### config.mk
export PLATFORM = sky130hd
export DESIGN_NAME = sm83_alu_flags_unit_flat
export DESIGN_NICKNAME = d
export VERILOG_FILES = /design/src/rtl/core/sm83_pkg.sv /design/src/rtl/core/sm83_if.sv /design/src/rtl/core/sm83_alu_flags_unit.sv /design/src/flat_wrapper.sv
export SDC_FILE = /design/constraint.sdc
export NUM_CORES = 1
export LEC_CHECK = 0
export BUFFER_PORTS_ARGS = -buffer_cell sky130_fd_sc_hd__buf_4
export CAP_MARGIN = 20
export CORE_MARGIN = 2
export CORE_UTILIZATION = 42
export DETAILED_ROUTE_END_ITERATION = 10
export GPL_ROUTABILITY_DRIVEN = 0
export GPL_TIMING_DRIVEN = 0
export PLACE_DENSITY_LB_ADDON = 0.2
export SLEW_MARGIN = 20
export SYNTH_ARGS = -nofsm -noshare
export SYNTH_HDL_FRONTEND = slang
export SYNTH_SLANG_ARGS = --single-unit
### constraint.sdc
create_clock -name clk_i -period 4.59 [get_ports clk_i]
set_input_delay 0.918 -clock clk_i [delete_from_list [all_inputs] [get_ports clk_i]]
set_output_delay 0.918 -clock clk_i [all_outputs]
set_load 0.05 [all_outputs]
### src/rtl/core/sm83_pkg.sv
package sm83_pkg;

  localparam int unsigned OpW    = 6;
  localparam int unsigned WordW  = 16;
  localparam int unsigned ByteW  = 8;
  localparam int unsigned BitIdW = 3;
  localparam int unsigned FlagW  = 4;

  // Flag positions inside a flag nibble.
  localparam int unsigned FlagZ = 3;
  localparam int unsigned FlagN = 2;
  localparam int unsigned FlagH = 1;
  localparam int unsigned FlagC = 0;

  // Decimal adjust constants.
  localparam logic [ByteW-1:0] DaaLoAdj = 8'h06;
  localparam logic [ByteW-1:0] DaaHiAdj = 8'h60;
  localparam logic [ByteW-1:0] DaaLimit = 8'h99;
  localparam logic [3:0]       DaaNibMax = 4'h9;

  typedef logic [WordW-1:0]  word_t;
  typedef logic [FlagW-1:0]  flags_t;
  typedef logic [BitIdW-1:0] bit_idx_t;

  typedef enum logic [OpW-1:0] {
    OP_ADD   = 6'd0,
    OP_ADC   = 6'd1,
    OP_SUB   = 6'd2,
    OP_SBC   = 6'd3,
    OP_AND   = 6'd4,
    OP_XOR   = 6'd5,
    OP_OR    = 6'd6,
    OP_CP    = 6'd7,
    OP_INC8  = 6'd8,
    OP_DEC8  = 6'd9,
    OP_INC16 = 6'd10,
    OP_DEC16 = 6'd11,
    OP_ADD16 = 6'd12,
    OP_ADDSP = 6'd13,
    OP_RLCA  = 6'd14,
    OP_RRCA  = 6'd15,
    OP_RLA   = 6'd16,
    OP_RRA   = 6'd17,
    OP_DAA   = 6'd18,
    OP_CPL   = 6'd19,
    OP_SCF   = 6'd20,
    OP_CCF   = 6'd21,
    OP_RLC   = 6'd22,
    OP_RRC   = 6'd23,
    OP_RL    = 6'd24,
    OP_RR    = 6'd25,
    OP_SLA   = 6'd26,
    OP_SRA   = 6'd27,
    OP_SWAP  = 6'd28,
    OP_SRL   = 6'd29,
    OP_BIT   = 6'd30,
    OP_RES   = 6'd31,
    OP_SET   = 6'd32
  } op_e;

endpackage

### src/rtl/core/sm83_if.sv
interface sm83_req_if;
  import sm83_pkg::*;

  logic                  valid;
  logic                  ready;
  logic [OpW-1:0]        op;
  logic [WordW-1:0]      operand_a;
  logic [WordW-1:0]      operand_b;
  logic [BitIdW-1:0]     bit_index;
  logic [FlagW-1:0]      flags_in;

  modport source (
    output valid, op, operand_a, operand_b, bit_index, flags_in,
    input  ready
  );

  modport sink (
    input  valid, op, operand_a, operand_b, bit_index, flags_in,
    output ready
  );
endinterface

interface sm83_rsp_if;
  import sm83_pkg::*;

  logic             valid;
  logic             ready;
  logic [WordW-1:0] result;
  logic [FlagW-1:0] flags_out;

  modport source (
    output valid, result, flags_out,
    input  ready
  );

  modport sink (
    input  valid, result, flags_out,
    output ready
  );
endinterface

### src/rtl/core/sm83_alu_flags_unit.sv
// Path: an accepted word is captured in the input register, moves into the
// result register when that register is empty or being emptied, and is
// offered on the result channel from the result register.
// Throughput: one word per cycle while results are taken; the result register
// frees in the same cycle it is taken, so back-to-back words never bubble.
// Reset (rst_ni low, asynchronous) empties both stages; payload is not reset.
module sm83_alu_flags_unit (
  input  logic       clk_i,
  input  logic       rst_ni,
  sm83_req_if.sink   req_i,
  sm83_rsp_if.source rsp_o
);
  import sm83_pkg::*;

  // ---------------------------------------------------------------------
  // Stage control. Stage 1 holds the captured operands, stage 2 holds the
  // finished result. Stage 1 moves into stage 2 whenever stage 2 is empty
  // or its word is being taken this cycle, and stage 1 accepts a new word
  // whenever it is empty or moving on.
  // ---------------------------------------------------------------------
  logic s1_valid_q, s1_valid_d;
  logic s2_valid_q, s2_valid_d;
  logic s1_adv;
  logic req_fire;

  assign s1_adv      = s1_valid_q && (!s2_valid_q || rsp_o.ready);
  assign req_i.ready = !s1_valid_q || s1_adv;
  assign req_fire    = req_i.valid && req_i.ready;

  assign s1_valid_d = req_fire || (s1_valid_q && !s1_adv);
  assign s2_valid_d = s1_adv || (s2_valid_q && !rsp_o.ready);

  always_ff @(posedge clk_i or negedge rst_ni) begin
    if (!rst_ni) begin
      s1_valid_q <= 1'b0;
      s2_valid_q <= 1'b0;
    end else begin
      s1_valid_q <= s1_valid_d;
      s2_valid_q <= s2_valid_d;
    end
  end

  // Input register: operands captured on acceptance.
  logic [OpW-1:0] s1_op_q;
  word_t          s1_a_q;
  word_t          s1_b_q;
  bit_idx_t       s1_bi_q;
  flags_t         s1_fl_q;

  always_ff @(posedge clk_i) begin
    if (req_fire) begin
      s1_op_q <= req_i.op;
      s1_a_q  <= req_i.operand_a;
      s1_b_q  <= req_i.operand_b;
      s1_bi_q <= req_i.bit_index;
      s1_fl_q <= req_i.flags_in;
    end
  end

  // ---------------------------------------------------------------------
  // ALU proper. The 8-bit operations work on the low bytes and return a
  // result with a zero upper byte. Narrow adders carry one extra bit so
  // that carry and borrow fall out of the top bit directly.
  // ---------------------------------------------------------------------
  logic [ByteW-1:0] a8;
  logic [ByteW-1:0] b8;
  logic             zi, ni, hi, ci;
  logic             use_c;
  logic [ByteW:0]   add9;
  logic [4:0]       addh;
  logic [ByteW:0]   sub9;
  logic [4:0]       subh;
  logic [WordW:0]   add17;
  logic [12:0]      add13;
  logic [ByteW:0]   sp_lo9;
  logic [4:0]       sp_h5;
  logic [ByteW-1:0] daa_adj;
  logic             daa_c;
  logic [ByteW-1:0] bit_mask;
  logic [ByteW-1:0] r8;
  word_t            alu_result;
  flags_t           alu_flags;

  assign a8 = s1_a_q[ByteW-1:0];
  assign b8 = s1_b_q[ByteW-1:0];
  assign zi = s1_fl_q[FlagZ];
  assign ni = s1_fl_q[FlagN];
  assign hi = s1_fl_q[FlagH];
  assign ci = s1_fl_q[FlagC];

  // Carry-in is used by adc and sbc only.
  assign use_c = ci && ((op_e'(s1_op_q) == OP_ADC) || (op_e'(s1_op_q) == OP_SBC));

  assign add9  = {1'b0, a8} + {1'b0, b8} + {8'd0, use_c};
  assign addh  = {1'b0, a8[3:0]} + {1'b0, b8[3:0]} + {4'd0, use_c};
  assign sub9  = {1'b0, a8} - {1'b0, b8} - {8'd0, use_c};
  assign subh  = {1'b0, a8[3:0]} - {1'b0, b8[3:0]} - {4'd0, use_c};
  assign add17 = {1'b0, s1_a_q} + {1'b0, s1_b_q};
  assign add13 = {1'b0, s1_a_q[11:0]} + {1'b0, s1_b_q[11:0]};

  // Stack pointer plus signed byte: flags come from the unsigned low parts.
  assign sp_lo9 = {1'b0, s1_a_q[ByteW-1:0]} + {1'b0, b8};
  assign sp_h5  = {1'b0, s1_a_q[3:0]} + {1'b0, b8[3:0]};

  // Decimal adjust: after a subtraction only the incoming H and C decide.
  always_comb begin
    daa_adj = '0;
    daa_c   = 1'b0;
    if (hi || (!ni && (a8[3:0] > DaaNibMax))) begin
      daa_adj = DaaLoAdj;
    end
    if (ci || (!ni && (a8 > DaaLimit))) begin
      daa_adj = daa_adj | DaaHiAdj;
      daa_c   = 1'b1;
    end
  end

  assign bit_mask = ByteW'(1) << s1_bi_q;

  always_comb begin
    r8         = '0;
    alu_result = s1_a_q;
    alu_flags  = s1_fl_q;
    unique case (op_e'(s1_op_q))
      OP_ADD, OP_ADC: begin
        r8         = add9[ByteW-1:0];
        alu_result = {8'd0, r8};
        alu_flags  = {r8 == '0, 1'b0, addh[4], add9[ByteW]};
      end
      OP_SUB, OP_SBC: begin
        r8         = sub9[ByteW-1:0];
        alu_result = {8'd0, r8};
        alu_flags  = {r8 == '0, 1'b1, subh[4], sub9[ByteW]};
      end
      OP_CP: begin
        r8         = sub9[ByteW-1:0];
        alu_result = {8'd0, a8};
        alu_flags  = {r8 == '0, 1'b1, subh[4], sub9[ByteW]};
      end
      OP_AND: begin
        r8         = a8 & b8;
        alu_result = {8'd0, r8};
        alu_flags  = {r8 == '0, 1'b0, 1'b1, 1'b0};
      end
      OP_XOR: begin
        r8         = a8 ^ b8;
        alu_result = {8'd0, r8};
        alu_flags  = {r8 == '0, 3'b000};
      end
      OP_OR: begin
        r8         = a8 | b8;
        alu_result = {8'd0, r8};
        alu_flags  = {r8 == '0, 3'b000};
      end
      OP_INC8: begin
        r8         = a8 + 8'd1;
        alu_result = {8'd0, r8};
        alu_flags  = {r8 == '0, 1'b0, r8[3:0] == 4'h0, ci};
      end
      OP_DEC8: begin
        r8         = a8 - 8'd1;
        alu_result = {8'd0, r8};
        alu_flags  = {r8 == '0, 1'b1, r8[3:0] == 4'hF, ci};
      end
      OP_INC16: alu_result = s1_a_q + 16'd1;
      OP_DEC16: alu_result = s1_a_q - 16'd1;
      OP_ADD16: begin
        alu_result = add17[WordW-1:0];
        alu_flags  = {zi, 1'b0, add13[12], add17[WordW]};
      end
      OP_ADDSP: begin
        alu_result = s1_a_q + {{8{b8[7]}}, b8};
        alu_flags  = {2'b00, sp_h5[4], sp_lo9[ByteW]};
      end
      OP_RLCA: begin
        alu_result = {8'd0, a8[6:0], a8[7]};
        alu_flags  = {3'b000, a8[7]};
      end
      OP_RRCA: begin
        alu_result = {8'd0, a8[0], a8[7:1]};
        alu_flags  = {3'b000, a8[0]};
      end
      OP_RLA: begin
        alu_result = {8'd0, a8[6:0], ci};
        alu_flags  = {3'b000, a8[7]};
      end
      OP_RRA: begin
        alu_result = {8'd0, ci, a8[7:1]};
        alu_flags  = {3'b000, a8[0]};
      end
      OP_DAA: begin
        r8         = ni ? (a8 - daa_adj) : (a8 + daa_adj);
        alu_result = {8'd0, r8};
        alu_flags  = {r8 == '0, ni, 1'b0, daa_c};
      end
      OP_CPL: begin
        alu_result = {8'd0, ~a8};
        alu_flags  = {zi, 1'b1, 1'b1, ci};
      end
      OP_SCF: begin
        alu_result = {8'd0, a8};
        alu_flags  = {zi, 1'b0, 1'b0, 1'b1};
      end
      OP_CCF: begin
        alu_result = {8'd0, a8};
        alu_flags  = {zi, 1'b0, 1'b0, !ci};
      end
      OP_RLC: begin
        r8         = {a8[6:0], a8[7]};
        alu_result = {8'd0, r8};
        alu_flags  = {r8 == '0, 2'b00, a8[7]};
      end
      OP_RRC: begin
        r8         = {a8[0], a8[7:1]};
        alu_result = {8'd0, r8};
        alu_flags  = {r8 == '0, 2'b00, a8[0]};
      end
      OP_RL: begin
        r8         = {a8[6:0], ci};
        alu_result = {8'd0, r8};
        alu_flags  = {r8 == '0, 2'b00, a8[7]};
      end
      OP_RR: begin
        r8         = {ci, a8[7:1]};
        alu_result = {8'd0, r8};
        alu_flags  = {r8 == '0, 2'b00, a8[0]};
      end
      OP_SLA: begin
        r8         = {a8[6:0], 1'b0};
        alu_result = {8'd0, r8};
        alu_flags  = {r8 == '0, 2'b00, a8[7]};
      end
      OP_SRA: begin
        r8         = {a8[7], a8[7:1]};
        alu_result = {8'd0, r8};
        alu_flags  = {r8 == '0, 2'b00, a8[0]};
      end
      OP_SWAP: begin
        r8         = {a8[3:0], a8[7:4]};
        alu_result = {8'd0, r8};
        alu_flags  = {r8 == '0, 3'b000};
      end
      OP_SRL: begin
        r8         = {1'b0, a8[7:1]};
        alu_result = {8'd0, r8};
        alu_flags  = {r8 == '0, 2'b00, a8[0]};
      end
      OP_BIT: begin
        alu_result = {8'd0, a8};
        alu_flags  = {(a8 & bit_mask) == '0, 1'b0, 1'b1, ci};
      end
      OP_RES: alu_result = {8'd0, a8 & ~bit_mask};
      OP_SET: alu_result = {8'd0, a8 | bit_mask};
      // Unassigned codes pass operand A and the flags through untouched.
      default: begin
        alu_result = s1_a_q;
        alu_flags  = s1_fl_q;
      end
    endcase
  end

  // Result register: loaded whenever stage 1 advances.
  word_t  res_q;
  flags_t flg_q;

  always_ff @(posedge clk_i) begin
    if (s1_adv) begin
      res_q <= alu_result;
      flg_q <= alu_flags;
    end
  end

  assign rsp_o.valid     = s2_valid_q;
  assign rsp_o.result    = res_q;
  assign rsp_o.flags_out = flg_q;

  // ---------------------------------------------------------------------
  // Checks on the pipeline and on a few operation contracts.
  // ---------------------------------------------------------------------
  a_accept_fills_s1 : assert property (@(posedge clk_i) disable iff (!rst_ni)
    req_fire |=> s1_valid_q)
    else $error("accepted word did not reach the input register");

  a_adv_fills_s2 : assert property (@(posedge clk_i) disable iff (!rst_ni)
    s1_adv |=> (s2_valid_q && (res_q == $past(alu_result))))
    else $error("result register did not take the advancing word");

  a_s1_holds : assert property (@(posedge clk_i) disable iff (!rst_ni)
    (s1_valid_q && !s1_adv) |=> (s1_valid_q && $stable(s1_op_q) && $stable(s1_a_q)))
    else $error("stalled input register lost or changed its word");

  a_cp_keeps_a : assert property (@(posedge clk_i) disable iff (!rst_ni)
    (s1_valid_q && (op_e'(s1_op_q) == OP_CP)) |-> (alu_result == {8'd0, a8}))
    else $error("compare altered the accumulator");

  a_wide_incdec_flags : assert property (@(posedge clk_i) disable iff (!rst_ni)
    (s1_valid_q && ((op_e'(s1_op_q) == OP_INC16) || (op_e'(s1_op_q) == OP_DEC16)))
    |-> (alu_flags == s1_fl_q))
    else $error("16-bit increment or decrement changed the flags");

endmodule

### src/flat_wrapper.sv
// flat-port wrapper written by rule: the top's interface ports become plain ports
module sm83_alu_flags_unit_flat import sm83_pkg::*;
  (clk_i, rst_ni, req_i_valid, req_i_op, req_i_operand_a, req_i_operand_b, req_i_bit_index, req_i_flags_in, req_i_ready, rsp_o_valid, rsp_o_result, rsp_o_flags_out, rsp_o_ready);
  sm83_req_if req_i_i ();
  sm83_rsp_if rsp_o_i ();
  input  logic clk_i;
  input  logic rst_ni;
  input wire logic [$bits(req_i_i.valid)-1:0] req_i_valid;
  input wire logic [$bits(req_i_i.op)-1:0] req_i_op;
  input wire logic [$bits(req_i_i.operand_a)-1:0] req_i_operand_a;
  input wire logic [$bits(req_i_i.operand_b)-1:0] req_i_operand_b;
  input wire logic [$bits(req_i_i.bit_index)-1:0] req_i_bit_index;
  input wire logic [$bits(req_i_i.flags_in)-1:0] req_i_flags_in;
  output wire logic [$bits(req_i_i.ready)-1:0] req_i_ready;
  output wire logic [$bits(rsp_o_i.valid)-1:0] rsp_o_valid;
  output wire logic [$bits(rsp_o_i.result)-1:0] rsp_o_result;
  output wire logic [$bits(rsp_o_i.flags_out)-1:0] rsp_o_flags_out;
  input wire logic [$bits(rsp_o_i.ready)-1:0] rsp_o_ready;
  assign req_i_i.valid = req_i_valid;
  assign req_i_i.op = req_i_op;
  assign req_i_i.operand_a = req_i_operand_a;
  assign req_i_i.operand_b = req_i_operand_b;
  assign req_i_i.bit_index = req_i_bit_index;
  assign req_i_i.flags_in = req_i_flags_in;
  assign req_i_ready = req_i_i.ready;
  assign rsp_o_valid = rsp_o_i.valid;
  assign rsp_o_result = rsp_o_i.result;
  assign rsp_o_flags_out = rsp_o_i.flags_out;
  assign rsp_o_i.ready = rsp_o_ready;
  sm83_alu_flags_unit u_core (.clk_i(clk_i), .rst_ni(rst_ni), .req_i(req_i_i), .rsp_o(rsp_o_i));
endmodule
# [Yosys cells after proc, flatten, opt, wreduce, memory -nomap -nowiden]
# Cells that the tools add are included.
[word_totals] regBits=67 in_bits=49 out_inout_bits=22 elab_cells=125
[op_classes] addsub=17 order_cmp=2 n_eq_ne=33 n_shift=1 mux=6 n_bitwise=8 n_reduce_logical=49
[ops] operator="case mux 16 bit (24 select lines)" n=1
[ops] operator="zero test 8 bit" n=15
[ops] operator="equality test 6 x 5 -> 1 bit, second input constant" n=16
[ops] operator="case mux 4 bit (24 select lines)" n=1
[ops] operator="equality test 6 x 4 -> 1 bit, second input constant" n=8
[ops] operator="bitwise AND 8 bit" n=3
[ops] operator="equality test 6 x 3 -> 1 bit, second input constant" n=4
[ops] operator="adder 16 x 16 -> 17 bit" n=1
[ops] operator="adder 16 x 1 -> 16 bit, second input constant" n=1
[ops] operator="adder 16 bit" n=1
[ops] operator="inverter 8 bit" n=2
[ops] operator="bitwise OR 8 bit" n=2
[ops] operator="OR reduction 2 bit" n=8
[ops] operator="subtractor 16 x 1 -> 16 bit, second input constant" n=1
[ops] operator="zero test 7 bit" n=2
[ops] operator="adder 12 x 12 -> 13 bit" n=1
[ops] operator="equality test 6 x 2 -> 1 bit, second input constant" n=2
[ops] operator="adder 8 x 8 -> 9 bit" n=1
[ops] operator="adder 9 x 1 -> 9 bit" n=1
[ops] operator="subtractor 8 x 8 -> 9 bit" n=1
[ops] operator="subtractor 9 x 1 -> 9 bit" n=1
[ops] operator="adder 8 x 1 -> 8 bit, second input constant" n=1
[ops] operator="adder 8 x 7 -> 8 bit" n=1
[ops] operator="greater-than comparator 8 bit, second input constant" n=1
[ops] operator="23 further kinds" n=40

# [Longest topological paths before layout]
# Gate-level depths: netlist of run 1.
[depth] word_depth=9 mapped_depth=18 ltp_nobuf=16

# [Worst setup path before layout of run 1]
# No wires, ideal clock.
[synth_path] path_type="register to register" start="register u_core.s1_a_q[1]" end="register u_core.res_q[7], in the netlist u_core.rsp_o.result[7] (data pin)" arrival_ns=3.490 setup_slack_ns=0.839 path_stages_with_launch=18 path_buffers=2 period_less_slack_ns=3.751 cell_sequence="edfxtp_1 -> clkbuf_1 -> inv_1 -> ha_1 -> clkbuf_1 -> nor2_1 -> o21ai_0 -> o21ai_0 -> a31oi_1 -> ha_1 -> nand2_1 -> o21ai_0 -> ha_1 -> a21o_1 -> a21oi_1 -> xnor2_1 -> o21ai_0 -> o32a_1"
[synth_between] elab_chain_len=8 word_cells_on_any_way=22 classes_between="add/sub (12); order compare (2); mux (4); reduce/logical (4)"
[synth_lines] item="start, declared" line="sm83_alu_flags_unit.sv:45" text="word_t s1_a_q;"
[synth_lines] item="start signal, assigned" line="sm83_alu_flags_unit.sv:53" text="s1_a_q <= req_i.operand_a;"
[synth_lines] item="greater-than comparator 4 bit" line="sm83_alu_flags_unit.sv:109" text="if (hi || (!ni && (a8[3:0] > DaaNibMax))) begin"
[synth_lines] item="logical AND 1 bit" line="sm83_alu_flags_unit.sv:109"
[synth_lines] item="logical OR 1 bit" line="sm83_alu_flags_unit.sv:109"
[synth_lines] item="two-way mux 3 bit" line="sm83_alu_flags_unit.sv:109"
[synth_lines] item="two-way mux 7 bit" line="sm83_alu_flags_unit.sv:112" text="if (ci || (!ni && (a8 > DaaLimit))) begin"
[synth_lines] item="adder 8 x 7 -> 8 bit or subtractor 8 x 7 -> 8 bit (tied branches)" line="sm83_alu_flags_unit.sv:192" text="r8 = ni ? (a8 - daa_adj) : (a8 + daa_adj);"
[synth_lines] item="two-way mux 8 bit" line="sm83_alu_flags_unit.sv:192"
[synth_lines] item="case mux 16 bit (24 select lines) (*)" line="sm83_alu_flags_unit.sv:124" text="unique case (op_e'(s1_op_q))"
[synth_lines] item="via u_core.alu_result[7]" line="sm83_alu_flags_unit.sv:81" text="word_t alu_result;"
[synth_lines] item="end signal, assigned" line="sm83_alu_flags_unit.sv:268" text="res_q <= alu_result;"
[synth_lines] item="end, declared" line="sm83_alu_flags_unit.sv:263" text="word_t res_q;"
# Mark *: on every way through the listed nets, which the timed path passes. The rest lies on a longest branch.
# A chain may end at the register's enable or synchronous reset.

# [Final worst setup path of run 1]
[layout_path] start="register u_core.s1_op_q[5]" end="register u_core.flg_q[3], in the netlist u_core.rsp_o.flags_out[3] (data pin)"
[layout_between] elab_chain_len=6 word_cells_on_any_way=40 classes_between="add/sub (2); eq/ne (28); mux (1); reduce/logical (9)"
[layout_lines] item="start, declared" line="sm83_alu_flags_unit.sv:44" text="logic [OpW-1:0] s1_op_q;"
[layout_lines] item="start signal, assigned" line="sm83_alu_flags_unit.sv:52" text="s1_op_q <= req_i.op;"
[layout_lines] item="equality test 6 x 1 -> 1 bit or equality test 6 x 2 -> 1 bit (tied branches)" line="sm83_alu_flags_unit.sv:92, sm83_alu_flags_unit.sv:124"
[layout_lines] item="logical OR 1 bit" line="sm83_alu_flags_unit.sv:92" text="assign use_c = ci && ((op_e'(s1_op_q) == OP_ADC) || (op_e'(s1_op_q) == OP_SBC));"
[layout_lines] item="logical AND 1 bit" line="sm83_alu_flags_unit.sv:92"
[layout_lines] item="subtractor 9 x 1 -> 9 bit or adder 9 x 1 -> 9 bit (tied branches)" line="sm83_alu_flags_unit.sv:96, sm83_alu_flags_unit.sv:94"
[layout_lines] item="zero test 8 bit, on equally long branches" line="sm83_alu_flags_unit.sv:133, sm83_alu_flags_unit.sv:138, sm83_alu_flags_unit.sv:128"
[layout_lines] item="case mux 4 bit (24 select lines) (*)" line="sm83_alu_flags_unit.sv:124"
[layout_lines] item="via u_core.alu_flags[3]" line="sm83_alu_flags_unit.sv:82" text="flags_t alu_flags;"
[layout_lines] item="end signal, assigned" line="sm83_alu_flags_unit.sv:269" text="flg_q <= alu_flags;"
[layout_lines] item="end, declared" line="sm83_alu_flags_unit.sv:264" text="flags_t flg_q;"
# Marked as above.

==> reports/metrics.cfg, run 1 <==
[final_layout]
layout.nets = 1037
diodes = 0
drive_gt1_share_pct = 14.1
final_cell_count_no_fill = 1140
post-route-util_pct = 50.1
final_cell_area_um2 = 8310
areaGrowthSynthToFinish_pct = 16.6
nFillCells = 1660

[logic_synthesis]
yosys.area_share.simple_pct = 22.2
syn_avg_cell_area_um2 = 8.59
synthAdderAreaFrac_pct = 13.2
synth_xor_xnor_area_share_pct = 5.76
synth_nets = 952
yosysUniqueCellTypes = 82
muxShareOfSynthArea_pct = 1.32
yosys_warnings = 0
async_flop_share_pct = 2.99
synth_compound_area_share_pct = 24.8
syn-cell-area_um2 = 7130
ys.flop_type = edfxtp_1
synth-seq-cells = 67
syn_inst = 830
synth_edf_count = 65
seq_area_frac_synth_pct = 28.1
synth_top_family_by_area = compound AO/OA/AOI/OAI gates

[timing]
fin_crit_sh_pct = 97.9
fin_skew_ns = 0.0107
relSlewSlack_pct = 29.1
min_period_ns = 4.49
layout_setup_ws_ns = 0.0962
holdWs_ns = 0.342
slew_violations = 0
hold_violations = 0
rsz0062_at_grt = false
tns_ns = 0
tightestPinTransition_ns = 1.06
max_freq_mhz = 223
setup_viol = 0

[cts]
path_clk_slew_ns = 0.06
ctsHoldBuffers = 0
cts.sinks = 67
clkLatencyLatePin_ns = 0.35
cts_tree = done
h-tree-depth = 3
root_buffer = clkbuf_16
cts_made_buffers = 9
cts_max_path_buffers = 2

[critical_path]
cp.arrival_ns = 4.55
worstPathMaxFanout = 10
crit_type = reg2reg
cp-start-kind = flip-flop
required_ns = 4.65
endpoint_kind = flip-flop

[routing]
routedWlPerCell_um = 21.3
remaining_drc_errors = 0
drt_iter0_markers = 983
viasPerCell = 6.40
vias = 7301
postRouteAntennaNets = 0
first_pass_iters = 7
wirelength_mm = 24.3

[power]
power.total_mw = 2.26
seqPwrFrac_pct = 34.0
vdd_drop_max_uv = 198
power_frac_comb_pct = 35.4
power_density_nw_per_um2 = 272
p_switching_mw = 0.821
p_leak_nw = 3.30
clkPwrFrac_pct = 30.7
p_int_mw = 1.44
switching_share_pct = 36.3

[placement]
placed_area_um2 = 7950
dpl.hpwl_mm = 18.6
port_buffers = 70
place_ws_ns = -0.269
dp_cells = 1121

[min_path]
hp-class = in2async

[grt]
grt_overflow_total = 0
grt_pass1_vias = 6731
grt_max_degree = 30
antenna_found_initial = 0
grt_pass1_wl_mm = 37.7
grt_usage_pct = 27.3

[floorplan]
rows = 47
core-area_um2 = 16600
die_h_um = 134
io-pin-count = 71
die_w_um = 134
die-area_um2 = 18000
initial_utilization_pct = 43.0

[flow_run]
max_cap_violations = 0

[run_status]
status = complete, no violations

==> layer usage <==
metal  global-route usage, %  wire length (um)  up-vias
li1                        -                 -     3360
met1                    37.3             10300     3359
met2                    39.7             10000      476
met3                    6.84              2670      106
met4                    14.4              1300        0
met5                       0                 0        -
==> sequential cells by signal (all words and copies together) (netlist names) <==
name / flops
u_core.s1_op_q: 6
u_core.rsp_o.result: 16
u_core.rsp_o.valid: 1
u_core.s1_b_q: 16
u_core.s1_bi_q: 3
u_core.s1_fl_q: 4
u_core.s1_a_q: 16
u_core.rsp_o.flags_out: 4
u_core.s1_valid_q: 1
==> worst max-delay path, cell delays in order (launching register included) <==
cell and delay [ns]:
edfxtp_1 0.47, clkbuf_1 0.28, nor4_2 0.61, nand3_1 0.26
fa_1 0.45, inv_1 0.08, fa_1 0.27, nand2b_1 0.12
a2111oi_1 0.56, nor2_1 0.12, xnor2_1 0.29, nor4_1 0.11
a41oi_1 0.40, a31oi_1 0.16
==> power by group through the flow <==
| stage | logic, mW | clock network [mW] | registers (mW) |
|---|---|---|---|
| after floorplan | 0.478 | 0 | 0.834 |
| after global placement | 0.757 | 0 | 0.784 |
| after detailed placement | 0.763 | 0 | 0.783 |
| after CTS | 0.770 | 0.707 | 0.768 |
| after global routing | 0.859 | 0.736 | 0.772 |
| final | 0.799 | 0.693 | 0.768 |
==> worst paths after layout <==
check | slack (ns) | endpoint | startpoint | depth (start not counted)
worst max register to register | 0.1 | u_core.rsp_o.flags_out[3]$_DFFE_PP_ | u_core.s1_op_q[5]$_DFFE_PP_ | 13
worst min-delay path | 0.34 | u_core.s1_valid_q$_DFF_PN0_ | rst_ni | 1
min in group clk_i | 0.49 | u_core.rsp_o.valid$_DFF_PN0_ | u_core.s1_valid_q$_DFF_PN0_ | 1
worst max-delay path | 0.1 | u_core.rsp_o.flags_out[3]$_DFFE_PP_ | u_core.s1_op_q[5]$_DFFE_PP_ | 13
worst min register to register | 0.49 | u_core.rsp_o.valid$_DFF_PN0_ | u_core.s1_valid_q$_DFF_PN0_ | 1
max in group asynchronous | 4.16 | u_core.rsp_o.valid$_DFF_PN0_ | rst_ni | 1
==> kinds of logic (layout without fill, tap and decap cells) <==
kind of cell    Yosys count  in the layout
buf+inv                  81            171
simple gates            295            295
fa+ha+maj                73             73
flops                    67             67
xor+xnor                 46             46
mux                       9              9
compound gates          259            259
==> cell type report <==
class / count / area (um2) / area share [%]
timing repair buffer: 75 / 576 / 6.93
clock buffer: 9 / 225 / 2.71
inverter: 39 / 146 / 1.76
sequential: 67 / 2000 / 24.1
tap: 220 / 275 / 3.31
multi-input combinational: 682 / 4830 / 58.2
buffer: 41 / 183 / 2.20
clock inverter: 7 / 68.8 / 0.828
==> Yosys cell counts (4+ instances only) <==
library cell	n	area (um2)
and3_1	11	68.8
a211oi_1	15	113
nor2_1	58	218
clkbuf_1	31	116
xor2_1	14	123
nand3_1	30	150
nor3_1	20	100
buf_2	7	35.0
nand4b_1	4	35.0
o221ai_1	6	52.6
o21ai_0	56	280
a22oi_1	10	75.1
o2111ai_1	7	61.3
a32oi_1	8	70.1
nand2b_1	14	87.6
a221o_1	5	50.1
fa_1	4	80.1
mux2i_1	6	60.1
a21oi_1	44	220
xnor2_1	31	272
a21o_1	19	143
a221oi_1	12	105
o211ai_1	7	52.6
edfxtp_1	65	1950
or3_1	8	50.1
ha_1	69	863
nor4_1	10	62.6
o31ai_1	4	30.0
nand3b_1	4	30.0
nand2_1	62	233
and2_1	8	50.1
nor2b_1	15	93.8
or2_2	5	31.3
o311ai_0	4	35.0
inv_1	37	139
a31oi_1	13	81.3
nand4_1	22	138
o22ai_1	9	56.3
==> what timing repair did <==
item	in CTS	in global routing
endpoints found under the setup margin	5	9
gates resized for setup	2	12
pin swaps	0	0
buffers inserted	1	3
==> layout by cell type, fill, tap and decap left out, types with 5 or more instances in the layout <==
master     Yosys  final
nor2b_1       15     15
and3_1        11     11
a21o_1        19     19
a211oi_1      15     15
o211ai_1       7      7
clkbuf_1      31     26
buf_2          7      7
or2_2          5      5
a21oi_1       44     44
or3_1          8      8
edfxtp_1      65     65
nor3_1        20     20
o2111ai_1      7      7
a31oi_1       13     12
nand2b_1      14     14
o221ai_1       6      6
nor4_1        10      9
clkbuf_16      0      9
nand4_1       22     22
o21ai_0       56     56
nand2_1       62     62
xor2_1        14     14
nor2_1        58     57
buf_4          0     74
xnor2_1       31     31
a221oi_1      12     12
a32oi_1        8      8
mux2i_1        6      6
and2_1         8      7
a221o_1        5      5
a22oi_1       10     10
inv_1         37     36
ha_1          69     69
nand3_1       30     30
o22ai_1        9      9
Note: power is estimated with default switching activity, not from simulation.
==> inputs of run 2 (changes only) <==
- ABC_AREA: unset -> 1
- CTS_CLUSTER_DIAMETER: unset -> 150
- RECOVER_POWER: unset -> 25
==> run 2 against run 1 <==
  * Count of clock-buffer cells in the layout unchanged
  * Sequential share of layout area is 0.89 points lower
  * Synthesized area rose by 4.0%
  * Hold slack worse by 0.0014 ns
  * Final cell count is 21% higher
  * Fmax up 6.2%
  * Wire length grew 7.3%
  * Critical path depth is 3 higher
  * Clock skew up 0.0040 ns
  * Critical endpoint is now u_core.rsp_o.result[13]$_DFFE_PP_
==> reports/metrics.cfg, run 2 <==
[floorplan]
core-area_um2 = 17300
die_w_um = 137
initial_utilization_pct = 42.9
die-area_um2 = 18700
rows = 48
die_h_um = 137
io-pin-count = 71

[cts]
h-tree-depth = 3
cts_max_path_buffers = 2
path_clk_slew_ns = 0.06
clkLatencyLatePin_ns = 0.35
cts.sinks = 67
cts_tree = done
ctsHoldBuffers = 0
cts_made_buffers = 9
root_buffer = clkbuf_16

[power]
power_density_nw_per_um2 = 270
power.total_mw = 2.33
vdd_drop_max_uv = 229
p_leak_nw = 4.14

[final_layout]
nFillCells = 1793
final_cell_count_no_fill = 1383
layout_common_cells = nand2_1, inv_1, nor2_1
post-route-util_pct = 49.9
diodes = 0
layout.nets = 1275
layout_commonest_cell = nand2_1
final_cell_area_um2 = 8630
areaGrowthSynthToFinish_pct = 16.4
drive_gt1_share_pct = 13.1

[routing]
wirelength_mm = 26.1
vias = 8144
first_pass_iters = 8
routedWlPerCell_um = 18.9
viasPerCell = 5.89
postRouteAntennaNets = 0
remaining_drc_errors = 0
drt_iter0_markers = 993

[critical_path]
endpoint_kind = flip-flop
worstPathMaxFanout = 10
required_ns = 4.69
cp-start-kind = flip-flop
timing.rr.start = u_core.s1_a_q[2]$_DFFE_PP_
reg2reg_slack_ns = 0.36
cp.arrival_ns = 4.33
worstReg2RegEnd = u_core.rsp_o.result[13]$_DFFE_PP_
worst_r2r_path_depth = 16
crit_type = reg2reg

[placement]
dpl.hpwl_mm = 20.1
port_buffers = 70
placed_area_um2 = 8260
place_ws_ns = -0.0706
dp_cells = 1359

[logic_synthesis]
synth-seq-cells = 67
ys_top_cells_by_count = nand2_1, inv_1, nor2_1, nand3_1, ha_1
synth_edf_count = 65
synthTopCellsByArea = edfxtp_1, nand2_1, ha_1, nand3_1, inv_1
syn_inst = 1063
seq_area_frac_synth_pct = 27.0
ys.flop_type = edfxtp_1
syn_avg_cell_area_um2 = 6.97
netlist.area_leader.share_pct = 26.3
synth_nets = 1185
yosys.area.top_type = edfxtp_1
synth.most_common_cell = nand2_1
yosys_warnings = 0
async_flop_share_pct = 2.99
yosysUniqueCellTypes = 50
syn-cell-area_um2 = 7410

[grt]
grt_pass1_vias = 7360
grt_max_degree = 25
grt_usage_pct = 28.4
grt_overflow_total = 0
grt_pass1_wl_mm = 39.9
antenna_found_initial = 0

[timing]
setup_viol = 0
min_period_ns = 4.23
tightestPinTransition_ns = 1.15
slew_violations = 0
max_freq_mhz = 236
hold_violations = 0
fin_skew_ns = 0.0147
layout_setup_ws_ns = 0.357
holdWs_ns = 0.341
tns_ns = 0
relSlewSlack_pct = 21.6
fin_crit_sh_pct = 92.2
rsz0062_at_grt = false

[flow_run]
max_cap_violations = 0

[min_path]
hp-class = in2async

[run_status]
status = complete, no violations

==> run 2: repair_timing <==
| action | 4_1_cts | 5_1_grt |
|---|---|---|
| setup endpoints to repair | 1 | 3 |
| buffers inserted | 1 | 7 |
| resized for setup | 1 | 1 |
==> run 2: worst max path at each step <==
stage | startpoint | to | slack, ns | cells after the start
floorplan | u_core.s1_a_q[1]$_DFFE_PP_ | u_core.rsp_o.result[7]$_DFFE_PP_ | 0.96 | 20
global route | u_core.s1_a_q[3]$_DFFE_PP_ | u_core.rsp_o.result[7]$_DFFE_PP_ | 0.12 | 18
detailed placement | u_core.s1_a_q[1]$_DFFE_PP_ | u_core.rsp_o.result[7]$_DFFE_PP_ | -0.07 | 20
finish | u_core.s1_a_q[2]$_DFFE_PP_ | u_core.rsp_o.result[13]$_DFFE_PP_ | 0.36 | 16
global placement | u_core.s1_a_q[1]$_DFFE_PP_ | u_core.rsp_o.result[7]$_DFFE_PP_ | -0.05 | 20
CTS | u_core.s1_a_q[0]$_DFFE_PP_ | u_core.rsp_o.result[7]$_DFFE_PP_ | 0.22 | 20
==> run 2: routing by layer <==
layer / GRT usage [%] / vias to the layer above / wire length, um / part of all wire (%)
li1: - / 3846 / - / -
met1: 38.9 / 3750 / 11100 / 42
met2: 44.1 / 471 / 11200 / 43
met3: 5.89 / 77 / 2860 / 11
met4: 10.5 / 0 / 932 / 3.6
met5: 0 / - / 0 / 0
==> run 2: layout make-up <==
type                       count  area, um2  share of cell area (%)
buffer                        17       88.8                    1.03
clock buffer                   9        225                    2.61
clock inverter                 7       80.1                   0.928
inverter                     138        526                    6.09
multi-input combinational    841       4820                    55.8
sequential                    67       2000                    23.2
tap                          225        282                    3.26
timing repair buffer          79        609                    7.06
==> run 2: kinds of logic after synthesis <==
| group | share of synthesized area [%] |
|---|---|
| flip-flops | 27.0 |
| XOR/XNOR | 3.31 |
| AND/OR/NAND/NOR | 33.0 |
| AO/OA/AOI/OAI | 15.8 |
| buffers and inverters | 8.19 |
| adder cells (fa/ha/maj) | 12.7 |
==> run 2: where the power goes <==
| group | internal [mW] | leakage (nW) | switching [mW] | total [mW] |
|---|---|---|---|---|
| Sequential | 0.740 | 0.648 | 0.0432 | 0.784 |
| Combinational | 0.259 | 3.34 | 0.556 | 0.815 |
| Clock | 0.429 | 0.149 | 0.298 | 0.728 |
| Total | 1.43 | 4.14 | 0.898 | 2.33 |
==> run 2: critical path, cell delays in order, from the launching register on <==
cell and delay (ns):
edfxtp_1 0.57, clkbuf_1 0.34, buf_2 0.34, inv_1 0.25
ha_1 0.34, buf_2 0.22, inv_1 0.15, nand2_1 0.14
nand3_1 0.15, nand2_1 0.17, a21boi_0 0.16, o21ai_0 0.62
nand3_1 0.20, nand2_1 0.11, nand2_1 0.05, nand3_1 0.08
nand3_1 0.07
